<file path="config.mk">
export PLATFORM = sky130hd
export DESIGN_NAME = npr_ctrl
export DESIGN_NICKNAME = d
export VERILOG_FILES = /design/src/design/npr_pkg.sv /design/src/design/npr_ctrl.sv
export SDC_FILE = /design/constraint.sdc
export NUM_CORES = 1
export LEC_CHECK = 0
export ABC_AREA = 1
export BUFFER_PORTS_ARGS = -buffer_cell sky130_fd_sc_hd__buf_2
export CORE_ASPECT_RATIO = 1.2
export CORE_UTILIZATION = 52
export CTS_CLUSTER_DIAMETER = 150
export DETAILED_ROUTE_END_ITERATION = 7
export PLACE_DENSITY = 0.8
export SYNTH_ARGS = -nofsm -noshare
export SYNTH_HDL_FRONTEND = slang
export SYNTH_SLANG_ARGS = --single-unit
</file>
<file path="constraint.sdc">
create_clock -name clk -period 2.12 [get_ports clk]
set_input_delay 0.318 -clock clk [delete_from_list [all_inputs] [get_ports clk]]
set_output_delay 0.318 -clock clk [all_outputs]
set_load 0.05 [all_outputs]
</file>
<file path="src/design/npr_pkg.sv">
// shared constants, codes and controller/datapath interface types
package npr_pkg;

  localparam int MAX_POINTS = 64;
  localparam int PTS_W      = $clog2(MAX_POINTS);
  localparam int N_W        = $clog2(MAX_POINTS + 1);
  localparam int CFG_W      = 7;
  localparam int COORD_W    = 16;
  localparam int WGT_W      = 16;
  localparam int RES_W      = 17;
  localparam int WRES_W     = 25;
  localparam int CNT_W      = 20;
  localparam int TOT_W      = 36;
  localparam int SQ_W       = 34;
  localparam int STEP_W     = 7;

  localparam int SQRT_STEPS = 17;
  localparam int DIV_STEPS  = 17;
  localparam int MUL_STEPS  = 4;

  localparam logic [CNT_W-1:0] CNT_MAX = '1;
  localparam logic [TOT_W-1:0] TOT_MAX = '1;

  typedef enum logic [1:0] {
    FUNC_LOAD = 2'd0,
    FUNC_HIT  = 2'd1,
    FUNC_READ = 2'd2,
    FUNC_NONE = 2'd3
  } npr_func_t;

  typedef enum logic [1:0] {
    ST_OK    = 2'd0,
    ST_RANGE = 2'd1,
    ST_EMPTY = 2'd2
  } npr_status_t;

  typedef enum logic [2:0] {
    RES_ZERO,
    RES_LOAD,
    RES_RANGE,
    RES_EMPTY,
    RES_READ,
    RES_HIT
  } npr_kind_t;

  typedef enum logic [1:0] {
    MUL_MEAN = 2'd0,
    MUL_WLO  = 2'd1,
    MUL_WHI  = 2'd2,
    MUL_RW   = 2'd3
  } npr_mul_t;

  typedef struct packed {
    logic [CNT_W-1:0] count;
    logic [TOT_W-1:0] total;
    logic [RES_W-1:0] mean;
    logic [RES_W-1:0] wmean;
  } npr_stats_t;

  typedef struct packed {
    logic             pt_wr;
    logic             pt_rd_en;
    logic [PTS_W-1:0] pt_rd_addr;
    logic             sqrt_init;
    logic             sqrt_step;
    logic             st_rd;
    logic             sel_best;
    logic             mul_en;
    npr_mul_t         mul_sel;
    logic             div_init;
    logic             div_step;
    logic             st_wr;
    logic             res_load;
    npr_kind_t        kind;
  } npr_cmd_t;

  typedef struct packed {
    npr_func_t      func;
    logic [N_W-1:0] n_act;
    logic           idx_lt_n;
    logic           idx_lt_max;
    logic           scan_busy;
  } npr_sts_t;

endpackage

</file>
<file path="src/design/npr_ctrl.sv">
// controller: sequences load, hit and read items through the datapath
module npr_ctrl import npr_pkg::*; (
  input  logic     clk,
  input  logic     rst,
  input  logic     in_valid,
  output logic     in_stall,
  output logic     out_valid,
  input  logic     out_stall,
  input  npr_sts_t sts,
  output npr_cmd_t cmd
);

  typedef enum logic [3:0] {
    S_IDLE, S_DECODE, S_SCAN, S_DRAIN, S_SQRT, S_STRD, S_MUL, S_DIV, S_WRITE, S_RESP
  } state_t;

  state_t            state;
  logic [STEP_W-1:0] cnt;
  npr_kind_t         kind_q;
  logic              slot_free;

  assign in_stall  = (state != S_IDLE);
  assign slot_free = !out_valid || !out_stall;

  always_comb begin
    cmd            = '0;
    cmd.kind       = kind_q;
    cmd.pt_rd_addr = cnt[PTS_W-1:0];
    cmd.mul_sel    = npr_mul_t'(cnt[1:0]);
    case (state)
      S_DECODE: begin
        cmd.pt_wr = (sts.func == FUNC_LOAD) && sts.idx_lt_max;
        cmd.st_rd = (sts.func == FUNC_READ) && sts.idx_lt_n;
      end
      S_SCAN: cmd.pt_rd_en = 1'b1;
      S_SQRT: begin
        cmd.sqrt_init = (cnt == '0);
        cmd.sqrt_step = (cnt != '0);
      end
      S_STRD: begin
        cmd.st_rd    = 1'b1;
        cmd.sel_best = 1'b1;
      end
      S_MUL: cmd.mul_en = 1'b1;
      S_DIV: begin
        cmd.div_init = (cnt == '0);
        cmd.div_step = (cnt != '0);
      end
      S_WRITE: begin
        cmd.st_wr    = 1'b1;
        cmd.sel_best = 1'b1;
      end
      S_RESP: cmd.res_load = slot_free;
      default: cmd.res_load = 1'b0;
    endcase
  end

  always_ff @(posedge clk) begin
    if (rst) begin
      state     <= S_IDLE;
      cnt       <= '0;
      kind_q    <= RES_ZERO;
      out_valid <= 1'b0;
    end else begin
      if (cmd.res_load) begin
        out_valid <= 1'b1;
      end else if (!out_stall) begin
        out_valid <= 1'b0;
      end
      case (state)
        S_IDLE: begin
          if (in_valid) begin
            state <= S_DECODE;
          end
        end
        S_DECODE: begin
          cnt   <= '0;
          state <= S_RESP;
          case (sts.func)
            FUNC_LOAD: kind_q <= sts.idx_lt_max ? RES_LOAD : RES_RANGE;
            FUNC_HIT: begin
              if (sts.n_act == '0) begin
                kind_q <= RES_EMPTY;
              end else begin
                state <= S_SCAN;
              end
            end
            FUNC_READ: kind_q <= sts.idx_lt_n ? RES_READ : RES_RANGE;
            default: kind_q <= RES_ZERO;
          endcase
        end
        S_SCAN: begin
          if (cnt + STEP_W'(1) == STEP_W'(sts.n_act)) begin
            state <= S_DRAIN;
          end else begin
            cnt <= cnt + STEP_W'(1);
          end
        end
        S_DRAIN: begin
          cnt <= '0;
          if (!sts.scan_busy) begin
            state <= S_SQRT;
          end
        end
        S_SQRT: begin
          if (cnt == STEP_W'(SQRT_STEPS)) begin
            state <= S_STRD;
          end else begin
            cnt <= cnt + STEP_W'(1);
          end
        end
        S_STRD: begin
          cnt   <= '0;
          state <= S_MUL;
        end
        S_MUL: begin
          if (cnt == STEP_W'(MUL_STEPS - 1)) begin
            cnt   <= '0;
            state <= S_DIV;
          end else begin
            cnt <= cnt + STEP_W'(1);
          end
        end
        S_DIV: begin
          if (cnt == STEP_W'(DIV_STEPS)) begin
            state <= S_WRITE;
          end else begin
            cnt <= cnt + STEP_W'(1);
          end
        end
        S_WRITE: begin
          kind_q <= RES_HIT;
          state  <= S_RESP;
        end
        S_RESP: begin
          if (slot_free) begin
            state <= S_IDLE;
          end
        end
        default: state <= S_IDLE;
      endcase
    end
  end

`ifndef SYNTH
  a_load_slot: assert property (@(posedge clk) disable iff (rst)
    cmd.res_load |-> (!out_valid || !out_stall))
    else $error("result loaded over an untaken result");
  a_scan_range: assert property (@(posedge clk) disable iff (rst)
    cmd.pt_rd_en |-> (cnt < STEP_W'(sts.n_act)))
    else $error("scan beyond points in use");
  a_take_stalls: assert property (@(posedge clk) disable iff (rst)
    (in_valid && !in_stall) |=> in_stall)
    else $error("accepted item did not stall the input");
  a_out_from_resp: assert property (@(posedge clk) disable iff (rst)
    $rose(out_valid) |-> $past(state == S_RESP))
    else $error("result appeared outside respond state");
`endif

endmodule

</file>
# --- Word-level counts from Yosys, hierarchy flattened ---
# Cells that the tools add are included.
word_totals:
  register_bits: 15
  input_bits: 16
  output_inout_bits: 24
  word_cells: 79
classes:
  n_addsub: 1
  eq_ne: 25
  mux: 30
  n_reduce_logical: 19
ops:
  columns: ["op", "count"]
  rows:
  - ["$pmux 4 s10", 1]
  - ["$mux 4", 9]
  - ["$pmux 7 s4", 1]
  - ["$mux 7", 3]
  - ["$ne 2x2->1 const B", 9]
  - ["$eq 4x3->1 const B", 4]
  - ["$logic_not 7->1", 2]
  - ["$pmux 3 s3", 1]
  - ["$eq 4x2->1 const B", 2]
  - ["$eq 4x4->1 const B", 2]
  - ["$mux 1", 8]
  - ["$reduce_bool 4->1", 2]
  - ["$add 7x1->7 const B", 1]
  - ["$eq 7x2->1 const B", 1]
  - ["$eq 7x5->1 const B", 1]
  - ["$eq 7x7->1", 1]
  - ["$reduce_and 7->1", 1]
  - ["$reduce_bool 7->1", 1]
  - ["$mux 2", 3]
  - ["$mux 3", 2]
  - ["$pmux 3 s2", 1]
  - ["$eq 4x1->1 const B", 1]
  - ["$logic_not 4->1", 1]
  - ["$reduce_or 2->1", 2]
  - ["other kinds (13)", 15]

# --- Logic depth before layout (Yosys ltp) ---
logic_depth:
  ltp_word: 4
  mapped_depth: 15
  mapped_depth_nobuf: 15

# --- Least setup slack after synthesis ---
# No wires, ideal clock.
synth_path:
  path_type: "reg2out"
  startpoint: "register state[0]"
  endpoint: "output port cmd[10] (netlist name)"
  t_arrival_ns: 1.931
  required_ns: 1.802
  path_slack_ns: -0.129
  stages_incl_launch_ff: 7
  path_buffers: 1
  cell_sequence: "dfxtp_1 > buf_2 > nor2_1 > nand2_1 > nor2_1 > inv_1 > nand2_1"
synth_lines:
  columns: ["item", "line_no", "rtl"]
  rows:
  - ["from (decl)", "npr_ctrl.sv:17", "state_t state;"]
  - ["from (signal assigned)", "npr_ctrl.sv:60", "state <= S_IDLE;"]
  - ["from (signal assigned)", "npr_ctrl.sv:73", "state <= S_DECODE;"]
  - ["from (signal assigned)", "npr_ctrl.sv:78", "state <= S_RESP;"]
  - ["to (decl)", "npr_ctrl.sv:10", "output npr_cmd_t cmd"]

==> flow_metrics.tcl <==
set metrics [dict create \
    status "finished clean" \
    cp_max_fo 10 \
    cts_buffer_depth 2 \
    post_cts_buffers 0 \
    switching_power_mw 1.061 \
    row_count 20 \
    io_buffers 39 \
    period_needed_ns 1.983 \
    clk_latency_ns 0.28 \
    die_h_um 58.79 \
    grt_usage_pct 24.86 \
    antenna_found_initial 0 \
    hold_buffers 0 \
    ys_seq_area_share_pct 21.49 \
    min_path_cells 3 \
    yosys_register_bits 15 \
    h-tree-depth 1 \
    end_kind "primary output" \
    ir_drop_mv 0.7550 \
    root_buffer "clkbuf_4" \
    placed_cells 293 \
    fin_crit_sh_pct 93.53 \
    seq_power_share_pct 23.6 \
    dieWidth_um 49.33 \
    hold_violations 0 \
    firstDrtPassIters 4 \
    crit_start "cnt[5]" \
    first_iter_violations 33 \
    ys_warn_count 0 \
    cp-start-kind "flip-flop" \
    cts_tree "yes" \
    cpPeakStageDelay_ns 0.42 \
    r2r_end "cnt[5]" \
    max_freq_mhz 504.3 \
    avgSynthCellArea_um2 6.050 \
    relSlewSlack_pct 72.31 \
    synth_area_um2 1398 \
    cts.sinks 15 \
    finalSetupViolCount 0 \
    initial_core_util_pct 54.75 \
    worstHoldPathType "in -> reg" \
    drv_slew 0 \
    grt_max_degree 14 \
    viasPerCell 5.111 \
    clkTransAtPathRegs_ns 0.09 \
    nFillCells 273 \
    first_global_vias 1321 \
    coreArea_um2 2552 \
    maxCapViolCount 0 \
    setup_tns_ns 0 \
    place_ws_ns 0.1102 \
    die-area_um2 2900 \
    crit_chain "nor3_1 -> nand3_1 -> nor2_1 -> buf_2" \
    fin_skew_ns 0.002835 \
    tightest_slew_ns 0.4140 \
    cts_buffers 3 \
    wl_per_cell_um 11.57 \
    multiInputGateArea_um2 874.6 \
    finalHoldWorstSlack_ns 0.3025 \
    layout-drive-gt1-share_pct 30.68 \
    syn_nets 250 \
    r2r.worst_path.cells 11 \
    r2r-start "cnt[0]" \
    path_class "reg -> out" \
    diodes 0 \
    netlist_instances 231 \
    syn_to_final_growth_pct 14.95 \
    rsz0062_at_grt "no" \
    leakagePower_nw 0.8306 \
    r2r_slack_ns 0.20 \
    drc 0 \
    hold_start "out_stall" \
    cts_resized 0 \
    fin_nets 284 \
    required_ns 1.80 \
    pwr-share-clk_pct 9.2 \
    comb_power_share_pct 67.2 \
    cpMaxStageDelayCell "dfxtp_1" \
    grt_pass1_wl_mm 5.499 \
    yosysUniqueCellTypes 30 \
    fin_cells 297 \
    route.vias.total 1518 \
    routed_wirelength_mm 3.435 \
    internal_power_mw 0.7613 \
    ant_nets 0 \
    p_per_area_nw_per_um2 1134 \
    layout_setup_ws_ns 0.1372 \
    gp_congestion 0.9361 \
    switching_share_pct 58.22 \
    seqCellArea_um2 306.5 \
    ios 40 \
    grt.overflow.total 0 \
    hpwlAfterDp_mm 2.829 \
    cp.arrival_ns 1.66 \
    hold_path_end "out_valid" \
]
[critical path: cells and delay by family (launching register included)]
| kind | cells | cell delay (ns) |
|---|---|---|
| simple gates | 3 | 0.68 |
| flops | 1 | 0.42 |
| buf+inv | 1 | 0.28 |
[cell usage after synthesis]
cell / number / share of area [%]
nand2_1: 52 / 14
nand3_1: 32 / 11
nor2_1: 29 / 7.8
dfxtp_1: 15 / 21
o21ai_1: 2 / 0.72
nand2_2: 9 / 4.0
a21oi_1: 4 / 1.4
a31oi_1: 1 / 0.45
xor2_1: 1 / 0.63
inv_1: 34 / 9.1
nor3_1: 3 / 1.1
o211ai_1: 2 / 1.1
ha_1: 3 / 2.7
nor3_2: 2 / 1.4
a21oi_2: 5 / 3.1
nand2_4: 2 / 1.6
buf_4: 8 / 4.3
nand3_2: 1 / 0.72
xnor2_1: 1 / 0.63
clkinv_1: 1 / 0.27
nor3_4: 1 / 1.2
o21ai_0: 5 / 1.8
buf_2: 2 / 0.72
inv_2: 6 / 1.6
nand3_4: 1 / 1.3
o221ai_1: 1 / 0.63
nor2_4: 4 / 3.2
nor2_2: 1 / 0.45
nand4_1: 2 / 0.90
clkbuf_1: 1 / 0.27
[area by class of cell]
| type | count | area share (%) |
|---|---|---|
| Timing Repair Buffer | 40 | 12.62 |
| Multi-Input combinational cell | 164 | 54.44 |
| Clock inverter | 1 | 0.3115 |
| Clock buffer | 3 | 1.402 |
| Inverter | 41 | 9.579 |
| Tap cell | 33 | 2.570 |
| Sequential cell | 15 | 19.08 |
[cell families (layout without fill, tap and decap cells)]
group                    Yosys count  in the layout  share of synthesized area (%)
buffers and inverters             52             85                          16.29
AO/OA/AOI/OAI                     20             20                          9.221
XOR/XNOR                           2              2                          1.254
flip-flops                        15             15                          21.49
adder cells (fa/ha/maj)            3              3                          2.686
AND/OR/NAND/NOR                  139            139                          49.06
[power by group through the flow]
stage	registers, mW	clock network [mW]	logic, mW
after floorplan	0.451	0	0.972
after global placement	0.423	0	1.21
after CTS	0.419	0.173	1.22
after global routing	0.440	0.187	1.35
after detailed placement	0.425	0	1.22
final	0.429	0.168	1.22
[metrics by stage]
step	instance area, um^2	power (mW)	utilization [%]
final	1607	1.822	62.94
after global routing	1607	1.974	62.94
after CTS	1598	1.814	62.60
after detailed placement	1570	1.645	61.52
after global placement	1570	1.630	61.52
after floorplan	1400	1.423	-
[layer usage]
layer  GRT usage [%]  wire length, um  vias to the layer above  share of wire [%]
met3           2.584              169                       11                4.9
met1           28.80             1459                      670                 42
met5               0                0                        -                  0
met4           13.87               96                        0                2.8
met2           44.62             1710                       51                 50
li1                -                -                      786                  -
[sequential cells by signal, indices dropped and copies added, names as in the netlist]
signal	cells
cnt	7
kind_q	3
state	4
out_valid	1
[worst max path at each step]
stage,to,slack (ns),depth (start not counted)
6_report,cmd[6],0.14,4
5_1_grt,state[0],0.03,13
4_1_cts,cnt[5],0.08,11
2_1_floorplan,cmd[10],0.15,6
3_3_place_gp,cnt[5],0.15,11
3_5_place_dp,cnt[5],0.11,11
[cell usage in the layout, fill, tap and decap left out, drive strengths merged]
cell type / count
a21oi: 9
a31oi: 1
buf: 40
clkbuf: 3
clkinv: 2
dfxtp: 15
ha: 3
inv: 40
nand2: 63
nand3: 34
nand4: 2
nor2: 34
nor3: 6
o211ai: 2
o21ai: 7
o221ai: 1
xnor2: 1
xor2: 1
Power figures use the tool's default switching activity.
